<file path="config.mk">
export PLATFORM = sky130hd
export DESIGN_NAME = file_read_cluster_splitter_top
export DESIGN_NICKNAME = d
export VERILOG_FILES = /design/src/rtl/core/frcs_pkg.sv /design/src/rtl/core/frcs_front.sv /design/src/rtl/core/frcs_div.sv /design/src/rtl/core/frcs_rsp_fifo.sv /design/src/rtl/core/frcs_back.sv /design/src/rtl/core/file_read_cluster_splitter_top.sv
export SDC_FILE = /design/constraint.sdc
export NUM_CORES = 2
export LEC_CHECK = 0
export BUFFER_PORTS_ARGS = -buffer_cell sky130_fd_sc_hd__buf_2
export CORE_UTILIZATION = 35
export CTS_CLUSTER_DIAMETER = 80
export DETAILED_ROUTE_END_ITERATION = 10
export SLEW_MARGIN = 0
export SYNTH_ARGS = -nofsm -noshare
export SYNTH_HDL_FRONTEND = slang
export SYNTH_SLANG_ARGS = --single-unit
</file>
<file path="constraint.sdc">
create_clock -name clock -period 7.65 [get_ports clock]
set_input_delay 1.1475 -clock clock [delete_from_list [all_inputs] [get_ports clock]]
set_output_delay 1.1475 -clock clock [all_outputs]
set_load 0.05 [all_outputs]
</file>
<file path="src/rtl/core/frcs_pkg.sv">
// Shared types and constants of the file read cluster splitter.
package frcs_pkg;

   localparam int MAP_ENTRIES = 11;
   localparam int MAP_IDX_W   = (MAP_ENTRIES > 1) ? $clog2(MAP_ENTRIES) : 1;
   localparam int MAX_REQUEST = 32256;

   localparam int CMDQ_DEPTH  = 2;
   localparam int CMDQ_PTR_W  = $clog2(CMDQ_DEPTH);
   localparam int CMDQ_CNT_W  = $clog2(CMDQ_DEPTH + 1);
   localparam int RSPQ_DEPTH  = 4;
   localparam int RSPQ_PTR_W  = $clog2(RSPQ_DEPTH);
   localparam int RSPQ_CNT_W  = $clog2(RSPQ_DEPTH + 1);

   localparam int CSIZE_W     = 20;
   localparam int DIV_CNT_W   = 5;

   localparam logic [1:0] MODE_LOAD = 2'd0;
   localparam logic [1:0] MODE_READ = 2'd1;
   localparam logic [1:0] MODE_SEEK = 2'd2;

   typedef enum logic [1:0] {
      CSR_SECTOR_BYTES        = 2'd0,
      CSR_SECTORS_PER_CLUSTER = 2'd1,
      CSR_DATA_FIRST_SECTOR   = 2'd2,
      CSR_FILE_SIZE           = 2'd3
   } csr_idx_type;

   typedef enum logic [1:0] {
      OP_LOAD,
      OP_READ,
      OP_SEEK,
      OP_NONE
   } op_type;

   typedef struct packed {
      op_type      op;
      logic [3:0]  map_index;
      logic [27:0] disk_cluster;
      logic [14:0] request_bytes;
      logic [31:0] new_position;
   } cmd_type;

   typedef struct packed {
      logic [31:0] start_sector;
      logic [18:0] byte_offset;
      logic [14:0] chunk_bytes;
      logic        bad_cluster;
      logic [14:0] total_read;
      logic        at_end;
      logic        last;
   } rsp_type;

   typedef enum logic [2:0] {
      S_IDLE,
      S_DIV_START,
      S_DIV_WAIT,
      S_STEP,
      S_EMIT,
      S_EMPTY
   } back_state_type;

endpackage

</file>
<file path="src/rtl/core/frcs_front.sv">
// Front end: decodes and clamps requests and queues them for the back end.
module frcs_front
   import frcs_pkg::*;
(
   input  logic        clock,
   input  logic        reset,
   input  logic        req_push,
   output logic        req_full,
   input  logic [1:0]  req_mode,
   input  logic [3:0]  req_map_index,
   input  logic [27:0] req_disk_cluster,
   input  logic [14:0] req_request_bytes,
   input  logic [31:0] req_new_position,
   output logic        cmd_valid,
   output cmd_type     cmd,
   input  logic        cmd_pop
);

   cmd_type                 queue_ff [CMDQ_DEPTH];
   logic [CMDQ_PTR_W-1:0]   wr_ptr_ff, wr_ptr_in;
   logic [CMDQ_PTR_W-1:0]   rd_ptr_ff, rd_ptr_in;
   logic [CMDQ_CNT_W-1:0]   count_ff, count_in;
   cmd_type                 decoded;
   logic                    do_push;
   logic                    do_pop;

   always_comb begin
      decoded.map_index     = req_map_index;
      decoded.disk_cluster  = req_disk_cluster;
      decoded.new_position  = req_new_position;
      decoded.request_bytes = (req_request_bytes > 15'(MAX_REQUEST)) ?
                              15'(MAX_REQUEST) : req_request_bytes;
      case (req_mode)
         MODE_LOAD: decoded.op = OP_LOAD;
         MODE_READ: decoded.op = OP_READ;
         MODE_SEEK: decoded.op = OP_SEEK;
         default:   decoded.op = OP_NONE;
      endcase
   end

   assign req_full  = (count_ff == CMDQ_CNT_W'(CMDQ_DEPTH));
   assign cmd_valid = (count_ff != '0);
   assign cmd       = queue_ff[rd_ptr_ff];
   assign do_push   = req_push && !req_full;
   assign do_pop    = cmd_pop && cmd_valid;

   always_comb begin
      wr_ptr_in = wr_ptr_ff;
      rd_ptr_in = rd_ptr_ff;
      count_in  = count_ff;
      if (do_push) begin
         wr_ptr_in = (wr_ptr_ff == CMDQ_PTR_W'(CMDQ_DEPTH - 1)) ? '0 : wr_ptr_ff + 1'b1;
      end
      if (do_pop) begin
         rd_ptr_in = (rd_ptr_ff == CMDQ_PTR_W'(CMDQ_DEPTH - 1)) ? '0 : rd_ptr_ff + 1'b1;
      end
      if (do_push && !do_pop) begin
         count_in = count_ff + 1'b1;
      end else if (do_pop && !do_push) begin
         count_in = count_ff - 1'b1;
      end
   end

   always_ff @(posedge clock) begin
      if (reset) begin
         wr_ptr_ff <= '0;
         rd_ptr_ff <= '0;
         count_ff  <= '0;
      end else begin
         wr_ptr_ff <= wr_ptr_in;
         rd_ptr_ff <= rd_ptr_in;
         count_ff  <= count_in;
      end
   end

   always_ff @(posedge clock) begin
      if (do_push) begin
         queue_ff[wr_ptr_ff] <= decoded;
      end
   end

endmodule

</file>
<file path="src/rtl/core/frcs_div.sv">
// Radix-2 restoring divider: file position by cluster size.
module frcs_div
   import frcs_pkg::*;
(
   input  logic               clock,
   input  logic               reset,
   input  logic               start,
   input  logic [31:0]        dividend,
   input  logic [CSIZE_W-1:0] divisor,
   output logic               done,
   output logic [31:0]        quotient,
   output logic [CSIZE_W-1:0] remainder
);

   logic [31:0]          quo_ff, quo_in;
   logic [CSIZE_W-1:0]   rem_ff, rem_in;
   logic [CSIZE_W-1:0]   dvs_ff, dvs_in;
   logic [DIV_CNT_W-1:0] cnt_ff, cnt_in;
   logic                 busy_ff, busy_in;
   logic                 done_ff, done_in;
   logic [CSIZE_W:0]     trial;

   assign trial = {rem_ff, quo_ff[31]};

   always_comb begin
      quo_in  = quo_ff;
      rem_in  = rem_ff;
      dvs_in  = dvs_ff;
      cnt_in  = cnt_ff;
      busy_in = busy_ff;
      done_in = 1'b0;
      if (start) begin
         quo_in  = dividend;
         rem_in  = '0;
         dvs_in  = divisor;
         cnt_in  = '0;
         busy_in = 1'b1;
      end else if (busy_ff) begin
         if (trial >= {1'b0, dvs_ff}) begin
            rem_in = CSIZE_W'(trial - {1'b0, dvs_ff});
            quo_in = {quo_ff[30:0], 1'b1};
         end else begin
            rem_in = trial[CSIZE_W-1:0];
            quo_in = {quo_ff[30:0], 1'b0};
         end
         cnt_in = cnt_ff + 1'b1;
         if (cnt_ff == '1) begin
            busy_in = 1'b0;
            done_in = 1'b1;
         end
      end
   end

   always_ff @(posedge clock) begin
      if (reset) begin
         busy_ff <= 1'b0;
         done_ff <= 1'b0;
         cnt_ff  <= '0;
      end else begin
         busy_ff <= busy_in;
         done_ff <= done_in;
         cnt_ff  <= cnt_in;
      end
   end

   always_ff @(posedge clock) begin
      quo_ff <= quo_in;
      rem_ff <= rem_in;
      dvs_ff <= dvs_in;
   end

   assign done      = done_ff;
   assign quotient  = quo_ff;
   assign remainder = rem_ff;

endmodule

</file>
<file path="src/rtl/core/frcs_rsp_fifo.sv">
// Result queue between the back end and the rsp_ ports.
module frcs_rsp_fifo
   import frcs_pkg::*;
(
   input  logic    clock,
   input  logic    reset,
   input  logic    push,
   input  rsp_type push_data,
   output logic    full,
   input  logic    pop,
   output logic    empty,
   output rsp_type pop_data
);

   rsp_type                 queue_ff [RSPQ_DEPTH];
   logic [RSPQ_PTR_W-1:0]   wr_ptr_ff, wr_ptr_in;
   logic [RSPQ_PTR_W-1:0]   rd_ptr_ff, rd_ptr_in;
   logic [RSPQ_CNT_W-1:0]   count_ff, count_in;
   logic                    do_push;
   logic                    do_pop;

   assign full     = (count_ff == RSPQ_CNT_W'(RSPQ_DEPTH));
   assign empty    = (count_ff == '0);
   assign pop_data = queue_ff[rd_ptr_ff];
   assign do_push  = push && !full;
   assign do_pop   = pop && !empty;

   always_comb begin
      wr_ptr_in = wr_ptr_ff;
      rd_ptr_in = rd_ptr_ff;
      count_in  = count_ff;
      if (do_push) begin
         wr_ptr_in = (wr_ptr_ff == RSPQ_PTR_W'(RSPQ_DEPTH - 1)) ? '0 : wr_ptr_ff + 1'b1;
      end
      if (do_pop) begin
         rd_ptr_in = (rd_ptr_ff == RSPQ_PTR_W'(RSPQ_DEPTH - 1)) ? '0 : rd_ptr_ff + 1'b1;
      end
      if (do_push && !do_pop) begin
         count_in = count_ff + 1'b1;
      end else if (do_pop && !do_push) begin
         count_in = count_ff - 1'b1;
      end
   end

   always_ff @(posedge clock) begin
      if (reset) begin
         wr_ptr_ff <= '0;
         rd_ptr_ff <= '0;
         count_ff  <= '0;
      end else begin
         wr_ptr_ff <= wr_ptr_in;
         rd_ptr_ff <= rd_ptr_in;
         count_ff  <= count_in;
      end
   end

   always_ff @(posedge clock) begin
      if (do_push) begin
         queue_ff[wr_ptr_ff] <= push_data;
      end
   end

   a_count_bound: assert property (@(posedge clock) disable iff (reset)
      count_ff <= RSPQ_CNT_W'(RSPQ_DEPTH))
      else $error("result queue count past depth");

   a_pop_moves_ptr: assert property (@(posedge clock) disable iff (reset)
      (do_pop && !do_push) |=> (count_ff == $past(count_ff) - 1'b1))
      else $error("result queue pop lost");

endmodule

</file>
<file path="src/rtl/core/frcs_back.sv">
// Back end: config registers, cluster map, file position and the cluster walk.
module frcs_back
   import frcs_pkg::*;
(
   input  logic        clock,
   input  logic        reset,
   input  logic        csr_we,
   input  logic [1:0]  csr_index,
   input  logic [31:0] csr_wdata,
   input  logic        cmd_valid,
   input  cmd_type     cmd,
   output logic        cmd_pop,
   output logic        rsp_push,
   output rsp_type     rsp,
   input  logic        rsp_full
);

   back_state_type     state_ff, state_in;
   logic [12:0]        sb_ff;
   logic [7:0]         spc_ff;
   logic [31:0]        dfs_ff;
   logic [31:0]        fsize_ff;
   logic [27:0]        map_ff [MAP_ENTRIES];

   logic [31:0]        pos_ff, pos_in;
   logic [14:0]        left_ff, left_in;
   logic [31:0]        start_ff, start_in;
   logic [CSIZE_W-1:0] csize_ff, csize_in;
   logic [31:0]        clu_ff, clu_in;
   logic [CSIZE_W-1:0] off_ff, off_in;
   logic [14:0]        valid_ff, valid_in;
   logic [31:0]        prod_ff, prod_in;
   logic               bad_ff, bad_in;

   logic [12:0]        sb_eff;
   logic [7:0]         spc_eff;
   logic               map_we;
   logic               div_start;
   logic               div_done;
   logic [31:0]        div_quo;
   logic [CSIZE_W-1:0] div_rem;
   logic [27:0]        map_rd;
   logic [31:0]        room;
   logic [31:0]        tail;
   logic [31:0]        step;
   logic [31:0]        pos_next;
   logic [14:0]        left_next;
   logic               fin;

   assign sb_eff  = (sb_ff < 13'd512) ? 13'd512 : ((sb_ff > 13'd4096) ? 13'd4096 : sb_ff);
   assign spc_eff = (spc_ff == 8'd0) ? 8'd1 : ((spc_ff > 8'd128) ? 8'd128 : spc_ff);
   assign map_rd  = map_ff[MAP_IDX_W'(clu_ff)];

   frcs_div u_div (
      .clock     (clock),
      .reset     (reset),
      .start     (div_start),
      .dividend  (pos_ff),
      .divisor   (csize_ff),
      .done      (div_done),
      .quotient  (div_quo),
      .remainder (div_rem)
   );

   always_comb begin
      room      = 32'(csize_ff) - 32'(off_ff);
      tail      = fsize_ff - pos_ff;
      step      = (room < tail) ? room : tail;
      if (32'(left_ff) < step) begin
         step = 32'(left_ff);
      end
      pos_next  = pos_ff + 32'(valid_ff);
      left_next = left_ff - valid_ff;
      fin       = (left_next == '0) || (pos_next >= fsize_ff);
   end

   always_comb begin
      state_in  = state_ff;
      pos_in    = pos_ff;
      left_in   = left_ff;
      start_in  = start_ff;
      csize_in  = csize_ff;
      clu_in    = clu_ff;
      off_in    = off_ff;
      valid_in  = valid_ff;
      prod_in   = prod_ff;
      bad_in    = bad_ff;
      cmd_pop   = 1'b0;
      rsp_push  = 1'b0;
      rsp       = '0;
      div_start = 1'b0;
      map_we    = 1'b0;
      case (state_ff)
         S_IDLE: begin
            if (cmd_valid) begin
               cmd_pop  = 1'b1;
               state_in = S_EMPTY;
               case (cmd.op)
                  OP_LOAD: begin
                     map_we = (32'(cmd.map_index) < 32'(MAP_ENTRIES));
                  end
                  OP_SEEK: begin
                     pos_in = cmd.new_position;
                  end
                  OP_READ: begin
                     left_in  = cmd.request_bytes;
                     start_in = pos_ff;
                     csize_in = CSIZE_W'(sb_eff) * CSIZE_W'(spc_eff);
                     if ((cmd.request_bytes != '0) && (pos_ff < fsize_ff)) begin
                        state_in = S_DIV_START;
                     end
                  end
                  default: begin
                     state_in = S_EMPTY;
                  end
               endcase
            end
         end
         S_DIV_START: begin
            div_start = 1'b1;
            state_in  = S_DIV_WAIT;
         end
         S_DIV_WAIT: begin
            if (div_done) begin
               clu_in   = div_quo;
               off_in   = div_rem;
               state_in = S_STEP;
            end
         end
         S_STEP: begin
            valid_in = 15'(step);
            bad_in   = (clu_ff >= 32'(MAP_ENTRIES));
            prod_in  = 32'((32'(map_rd) - 32'd2) * 32'(spc_eff));
            state_in = S_EMIT;
         end
         S_EMIT: begin
            if (!rsp_full) begin
               rsp_push         = 1'b1;
               rsp.start_sector = bad_ff ? '0 : prod_ff + dfs_ff;
               rsp.byte_offset  = 19'(off_ff);
               rsp.chunk_bytes  = bad_ff ? '0 : valid_ff;
               rsp.bad_cluster  = bad_ff;
               rsp.total_read   = fin ? 15'(pos_next - start_ff) : '0;
               rsp.at_end       = (pos_next >= fsize_ff);
               rsp.last         = fin;
               pos_in           = pos_next;
               left_in          = left_next;
               if (fin) begin
                  state_in = S_IDLE;
               end else begin
                  clu_in   = clu_ff + 32'd1;
                  off_in   = '0;
                  state_in = S_STEP;
               end
            end
         end
         S_EMPTY: begin
            if (!rsp_full) begin
               rsp_push   = 1'b1;
               rsp.at_end = (pos_ff >= fsize_ff);
               rsp.last   = 1'b1;
               state_in   = S_IDLE;
            end
         end
         default: begin
            state_in = S_IDLE;
         end
      endcase
   end

   always_ff @(posedge clock) begin
      if (reset) begin
         state_ff <= S_IDLE;
         pos_ff   <= '0;
         sb_ff    <= 13'd512;
         spc_ff   <= 8'd1;
         dfs_ff   <= '0;
         fsize_ff <= '0;
      end else begin
         state_ff <= state_in;
         pos_ff   <= pos_in;
         if (csr_we) begin
            case (csr_idx_type'(csr_index))
               CSR_SECTOR_BYTES:        sb_ff    <= csr_wdata[12:0];
               CSR_SECTORS_PER_CLUSTER: spc_ff   <= csr_wdata[7:0];
               CSR_DATA_FIRST_SECTOR:   dfs_ff   <= csr_wdata;
               CSR_FILE_SIZE:           fsize_ff <= csr_wdata;
               default:                 sb_ff    <= sb_ff;
            endcase
         end
      end
   end

   always_ff @(posedge clock) begin
      if (reset) begin
         for (int i = 0; i < MAP_ENTRIES; i++) begin
            map_ff[i] <= '0;
         end
      end else if (map_we) begin
         map_ff[MAP_IDX_W'(cmd.map_index)] <= cmd.disk_cluster;
      end
   end

   always_ff @(posedge clock) begin
      left_ff  <= left_in;
      start_ff <= start_in;
      csize_ff <= csize_in;
      clu_ff   <= clu_in;
      off_ff   <= off_in;
      valid_ff <= valid_in;
      prod_ff  <= prod_in;
      bad_ff   <= bad_in;
   end

   a_no_push_full: assert property (@(posedge clock) disable iff (reset)
      rsp_push |-> !rsp_full)
      else $error("result pushed into full queue");

   a_offset_in_cluster: assert property (@(posedge clock) disable iff (reset)
      (state_ff == S_STEP) |-> (off_ff < csize_ff))
      else $error("offset not inside cluster");

   a_walk_continues: assert property (@(posedge clock) disable iff (reset)
      (rsp_push && !rsp.last) |=> (state_ff == S_STEP && off_ff == '0))
      else $error("cluster walk did not continue at boundary");

   a_pop_only_idle: assert property (@(posedge clock) disable iff (reset)
      cmd_pop |-> (state_ff == S_IDLE && cmd_valid))
      else $error("request taken while busy");

endmodule

</file>
<file path="src/rtl/core/file_read_cluster_splitter_top.sv">
// Top level of the file read cluster splitter.
//
// Requests enter through a queue interface (req_push / req_full) and results
// leave through another (rsp_empty / rsp_pop); each request gives one or more
// results, the final one flagged by rsp_last. Mode 0 loads a cluster map entry,
// mode 1 reads from the current file position, mode 2 sets the position;
// everything but a read that moves data gives one empty result.
// Registers are written through csr_we / csr_index / csr_wdata; the user must
// write them only while idle; nothing in the block itself enforces this.
// A two-entry request queue lets a new request in while the back end works.
// Map loads and seeks go through the empty-result state to the result queue.
// A read first divides the position by the cluster size in a radix-2
// divider; each cluster then takes a map lookup and sector multiply, then an
// emit. A read gives up to 64 commands.
// A four-entry result queue decouples the back end from rsp_pop; when it is
// full the walk stalls and no results are dropped.
// Synchronous reset empties both queues, sets position 0, clears the map and
// restores the register reset values.
module file_read_cluster_splitter_top
   import frcs_pkg::*;
(
   input  logic        clock,
   input  logic        reset,
   input  logic        req_push,
   output logic        req_full,
   input  logic [1:0]  req_mode,
   input  logic [3:0]  req_map_index,
   input  logic [27:0] req_disk_cluster,
   input  logic [14:0] req_request_bytes,
   input  logic [31:0] req_new_position,
   output logic        rsp_empty,
   input  logic        rsp_pop,
   output logic [31:0] rsp_start_sector,
   output logic [18:0] rsp_byte_offset,
   output logic [14:0] rsp_chunk_bytes,
   output logic        rsp_bad_cluster,
   output logic [14:0] rsp_total_read,
   output logic        rsp_at_end,
   output logic        rsp_last,
   input  logic        csr_we,
   input  logic [1:0]  csr_index,
   input  logic [31:0] csr_wdata
);

   logic    cmd_valid;
   cmd_type cmd;
   logic    cmd_pop;
   logic    push;
   rsp_type push_data;
   logic    full;
   rsp_type head;

   frcs_front u_front (
      .clock             (clock),
      .reset             (reset),
      .req_push          (req_push),
      .req_full          (req_full),
      .req_mode          (req_mode),
      .req_map_index     (req_map_index),
      .req_disk_cluster  (req_disk_cluster),
      .req_request_bytes (req_request_bytes),
      .req_new_position  (req_new_position),
      .cmd_valid         (cmd_valid),
      .cmd               (cmd),
      .cmd_pop           (cmd_pop)
   );

   frcs_back u_back (
      .clock     (clock),
      .reset     (reset),
      .csr_we    (csr_we),
      .csr_index (csr_index),
      .csr_wdata (csr_wdata),
      .cmd_valid (cmd_valid),
      .cmd       (cmd),
      .cmd_pop   (cmd_pop),
      .rsp_push  (push),
      .rsp       (push_data),
      .rsp_full  (full)
   );

   frcs_rsp_fifo u_rsp_fifo (
      .clock     (clock),
      .reset     (reset),
      .push      (push),
      .push_data (push_data),
      .full      (full),
      .pop       (rsp_pop),
      .empty     (rsp_empty),
      .pop_data  (head)
   );

   assign rsp_start_sector = head.start_sector;
   assign rsp_byte_offset  = head.byte_offset;
   assign rsp_chunk_bytes  = head.chunk_bytes;
   assign rsp_bad_cluster  = head.bad_cluster;
   assign rsp_total_read   = head.total_read;
   assign rsp_at_end       = head.at_end;
   assign rsp_last         = head.last;

endmodule
</file>
== Yosys cells after proc, flatten, opt, wreduce, memory -nomap -nowiden ==
Memories as Yosys holds them, arrays and structs flattened. A register that Yosys moved wholly into a read port is not among the register bits.
Cells that the tools add are included.

* Bits in writable memories: 806
* Memories: 3
* Input bits: 120
* Flip-flop bits (word level): 360
* Logic and storage cells: 210
* Output and inout port bits: 86

{| class="wikitable"
|+ Memory list
! memory !! depth !! bits a word !! rd ports !! clocked after memory_dff !! wr ports !! line !! RTL
|-
| u_rsp_fifo.queue_ff || 4 || 84 || 1 || 1 || 1 || frcs_rsp_fifo.sv:15 || <nowiki>rsp_type queue_ff [RSPQ_DEPTH];</nowiki>
|-
| u_back.map_ff || 11 || 28 || 1 || 1 || 11 || frcs_back.sv:23 || <nowiki>logic [27:0] map_ff [MAP_ENTRIES];</nowiki>
|-
| u_front.queue_ff || 2 || 81 || 1 || 1 || 1 || frcs_front.sv:19 || <nowiki>cmd_type queue_ff [CMDQ_DEPTH];</nowiki>
|}

* Bitwise logic cells: 1
* Multiplexer cells: 80
* Eq/ne operators: 24
* $mul: 2
* Magnitude comparators: 12
* Add/sub/neg operators: 18
* Reduce and logical (&&, ||, !) cells: 44

{| class="wikitable"
|+ Operator list
! cell !! count
|-
| 32-bit two-way mux || 10
|-
| 32-bit case mux with 2 select lines || 2
|-
| 15-bit two-way mux || 7
|-
| 84-bit two-way mux || 1
|-
| 82-bit two-way mux || 1
|-
| 20-bit two-way mux || 4
|-
| 32-bit greater-or-equal comparator || 2
|-
| 32-bit < comparator || 2
|-
| 20-bit case mux with 2 select lines || 1
|-
| 32-bit by 1-bit adder with 32-bit output (second input constant) || 1
|-
| 32-bit by 15-bit adder with 32-bit output || 1
|-
| 32-bit adder || 1
|-
| 32-bit by 4-bit greater-or-equal comparator with 1-bit output (second input constant) || 1
|-
| 15-bit by 32-bit < comparator with 1-bit output || 1
|-
| 32-bit by 8-bit multiplier with 32-bit output || 1
|-
| 32-bit subtractor || 1
|-
| 15-bit case mux with 2 select lines || 1
|-
| 15-bit subtractor || 2
|-
| 28-bit by 2-bit subtractor with 29-bit output (second input constant) || 1
|-
| 28-bit two-way mux || 1
|-
| 28-bit OR reduction || 1
|-
| 1-bit two-way mux || 27
|-
| 13-bit two-way mux || 2
|-
| 3-bit two-way mux || 8
|-
| other kinds (43) || 101
|}

== Depth between registers and ports, before layout ==
* Depth in word-level cells: 9
* Mapped depth: 36
* Depth with buffers taken out: 33

== Cells and area by module ==
Synthesis repeated with hierarchy kept, for this count alone.

* Cells, all modules: 5,955
* Area, all modules: 71,647.5 µm²

{| class="wikitable"
|+ Modules (own cells, without submodules)
! module !! area an instance (µm²) !! cells an instance !! instances !! seq. area each (µm²)
|-
| frcs_back || 48,520.3 || 4,756 || 1 || 20,159.3
|-
| frcs_rsp_fifo || 12,613.3 || 488 || 1 || 10,269.8
|-
| frcs_front || 6,162.2 || 297 || 1 || 4,964.8
|-
| frcs_div || 4,351.7 || 414 || 1 || 2,102.0
|}

== Worst setup path before layout ==
No wires, ideal clock.

* Path type: register to register
* Start: reg (tool-made name)
* End: reg u_back.prod_ff[31] (data pin)
* Library setup time: 258 ps
* Data arrival time: 7,566 ps
* Path buffers: 4
* Required time: 7,392 ps
* Setup slack: -173 ps
* Stages on the path, launching flop included: 30
* Period minus slack after synthesis: 7,823 ps
* Path through: dfxtp_1 -> buf_6 -> buf_4 -> buf_6 -> buf_2 -> mux4_2 -> a22oi_1 -> nand2_1 -> or4_4 -> nor2_1 -> inv_1 -> or3_1 -> xor2_1 -> nor2_1 -> fa_1 -> fa_1 -> fa_1 -> inv_1 -> fa_1 -> inv_1 -> ha_1 -> inv_1 -> o21bai_1 -> a21oi_1 -> o31ai_1 -> o41ai_1 -> o21ai_0 -> o31ai_1 -> a21oi_1 -> xnor2_1

{| class="wikitable"
|+ RTL lines
! item !! line !! RTL
|-
| to (signal assigned) || frcs_back.sv:211 || <nowiki>prod_ff <= prod_in;</nowiki>
|-
| to (decl) || frcs_back.sv:32 || <nowiki>logic [31:0] prod_ff, prod_in;</nowiki>
|}

==> results_dict.tcl <==
set metrics [dict create \
    coreArea_mm2 0.2001 \
    stdcell_count 9235 \
    powerDensity_mw_per_mm2 382.3 \
    worstSetupPathDepth 32 \
    ys_ff_latch 1313 \
    min_period_ns 7.443 \
    cp.arrival_ns 7.99 \
    violations "design-rule violations" \
    antenna_found_initial 5 \
    viasPerCell 5.158 \
    globalRouteTotalUtil_pct 18.83 \
    hold_slack_ns 0.4578 \
    wire_per_inst_um 21.08 \
    syn_avg_cell_area_um2 11.93 \
    syn_area_mm2 0.07065 \
    slew_violations 0 \
    grt_start_max_net_pins 106 \
    cp_top_family "adder cells" \
    p_leak_nw 31.69 \
    vias 47633 \
    cts_tree "yes" \
    required_ns 8.20 \
    start_util_pct 35.31 \
    relSlewSlack_pct 17.89 \
    cts_sinks 1313 \
    dp_hpwl_um 139200 \
    ctsHoldBuffers 0 \
    ys_async_sr_fraction_pct 0 \
    final-hold-violation-count 0 \
    synth_edf_count 1120 \
    placed_cell_area_mm2 0.07691 \
    worstMarginPinSlew_ns 1.229 \
    fin_ws_ns 0.2069 \
    ys_seq_area_share_pct 53.08 \
    fp-row-count 164 \
    finalClockSkew_ns 0.04250 \
    ios 206 \
    die_y_um 451.3 \
    drt_iter0_drc 3714 \
    placed_cells 8936 \
    irDropWorstVdd_mv 0.2408 \
    clk_pin_slew_ns 0.06 \
    ys.flop_type "edfxtp_1" \
    layout_commonest_cell "edfxtp_1" \
    fp.dieArea_mm2 0.2036 \
    critPathMaxStageDelay_ns 0.61 \
    synth_cell_types 83 \
    area_delta_synth_final_pct 16.68 \
    fmax_mhz 134.4 \
    fin_crit_sh_pct 97.29 \
    path_class "reg2reg" \
    numCtsBuffers 148 \
    preCtsSetupSlack_ns -0.1694 \
    clk_path_buf_depth 3 \
    grt_pass1_vias 47707 \
    final_nets 7113 \
    io_buffers 205 \
    dieWidth_um 451.3 \
    design_area_mm2 0.08243 \
    path_buf_inv 8 \
    cts-root-buf "clkbuf_16" \
    totalWireLength_um 194600 \
    drive_gt1_share_pct 16.86 \
    post-route-drc-count 15 \
    ant_nets 0 \
    grt.overflow.total 0 \
    htreeDepth 4 \
    clk_latency_ns 0.81 \
    synthCells 5921 \
    hp-class "reg2reg" \
    setup_viol 0 \
    grt_pass1_wl_um 291800 \
    crit_fanout 8 \
    slowest_stage "fa_1" \
    gp_congestion 0.9061 \
    layout_common_cells "1120 x edfxtp_1, 714 x nor2_1, 521 x nand2_1, 498 x inv_1, 320 x a21oi_1" \
    outcome "finished with violations" \
    yosysWarnings 0 \
    drv_cap 0 \
    critPathLaunchType "flip-flop" \
    ff2ff_path_depth 32 \
    hold_depth 0 \
    crit_top_cell "inv_1" \
    end_kind "flip-flop" \
    drtPass1Iterations 9 \
]
==> cell usage after synthesis, drive strengths merged, types with 40 or more instances <==
library cell / count / share of area, %
nand3: 74 / 0.52
nand2: 539 / 2.9
mux2i: 99 / 1.4
o21ai: 208 / 1.5
clkbuf: 237 / 1.3
a21oi: 328 / 2.3
nor2: 728 / 3.9
xor2: 82 / 1.0
and3: 42 / 0.37
nor2b: 67 / 0.59
nand2b: 68 / 0.61
a21o: 89 / 0.95
edfxtp: 1120 / 48
dfxtp: 193 / 5.5
ha: 313 / 5.5
nor3: 69 / 0.49
a22oi: 40 / 0.43
xnor2: 157 / 1.9
inv: 501 / 2.7
and2: 70 / 0.62
buf: 43 / 0.30
fa: 229 / 6.5
mux2: 40 / 0.64
mux4: 202 / 6.4
==> path summary, 6_finish.rpt <==
check	startpoint	to	slack (ns)
hold / removal	u_back.csize_ff[0]	u_back.u_div.dvs_ff[0]	0.46
setup / recovery	flip-flop	u_back.prod_ff[31]	0.21
setup reg to reg	flip-flop	u_back.prod_ff[31]	0.21
hold reg to reg	u_back.csize_ff[0]	u_back.u_div.dvs_ff[0]	0.46
==> timing repair <==
item,4_1_cts,5_1_grt
buffers inserted,2,16
cloned,0,4
pin swaps,3,49
endpoints found under the setup margin,5,27
gates resized for setup,7,87
==> logic make-up after synthesis <==
group	after synthesis	synth area share [%]
xor+xnor	240	2.995
buf+inv	781	4.222
mux	341	8.480
fa+ha+maj	542	12.03
simple gates	1796	11.32
compound gates	907	7.865
other cells	1	0.005308
flops	1313	53.08
==> report_power, final <==
group	internal, mW	switching, mW	total [mW]
combinational	6.21	8.73	14.9
clock	4.06	3.00	7.06
sequential	8.98	0.531	9.51
==> layer usage <==
layer | part of all wire (%) | GRT usage [%] | vias to the layer above
li1 | - | - | 21981
met1 | 41 | 23.89 | 23861
met2 | 49 | 32.00 | 1435
met3 | 5.3 | 2.648 | 356
met4 | 4.4 | 8.041 | 0
met5 | 0 | 0 | -
==> worst reg2reg max path, delay by kind of cell, from the launching register on <==
family	cells	cell delay, ns
compound gates	8	1.32
xor+xnor	2	0.30
fa+ha+maj	6	2.59
buf+inv	8	0.88
flops	1	0.38
mux	2	0.99
simple gates	6	0.77
==> state kept, by name (all words and copies together) (netlist names), 13 cells and up, named ones only <==
signal,cells
u_back.map_ff,448
u_rsp_fifo.queue_ff,336
u_front.queue_ff,162
u_back.clu_ff,32
u_back.dfs_ff,32
u_back.fsize_ff,32
u_back.pos_ff,32
u_back.prod_ff,32
u_back.u_div.quotient,32
u_back.csize_ff,20
u_back.off_ff,20
u_back.u_div.dvs_ff,20
u_back.u_div.remainder,20
u_back.left_ff,15
u_back.start_ff,15
u_back.valid_ff,15
u_back.sb_ff,13
==> final cells by class <==
type | instances | area, um2
antenna | 3 | 7.507
clock buffer | 199 | 4008
clock inverter | 76 | 808.3
fill | 18795 | 117600
inverter | 501 | 1883
multi-input combinational | 3966 | 31240
sequential | 1313 | 37520
tap | 2656 | 3323
timing repair buffer | 521 | 3641
==> per-stage QoR <==
step	TNS (ns)	utilization [%]	total power, mW
after global routing	-0.1094	41.20	33.43
after floorplan	0	-	18.71
after global placement	-0.07686	38.44	23.86
after detailed placement	-0.3831	38.44	24.05
after CTS	0	40.88	31.22
final	0	41.20	31.51
No activity file was read; power rests on OpenSTA's default activity.
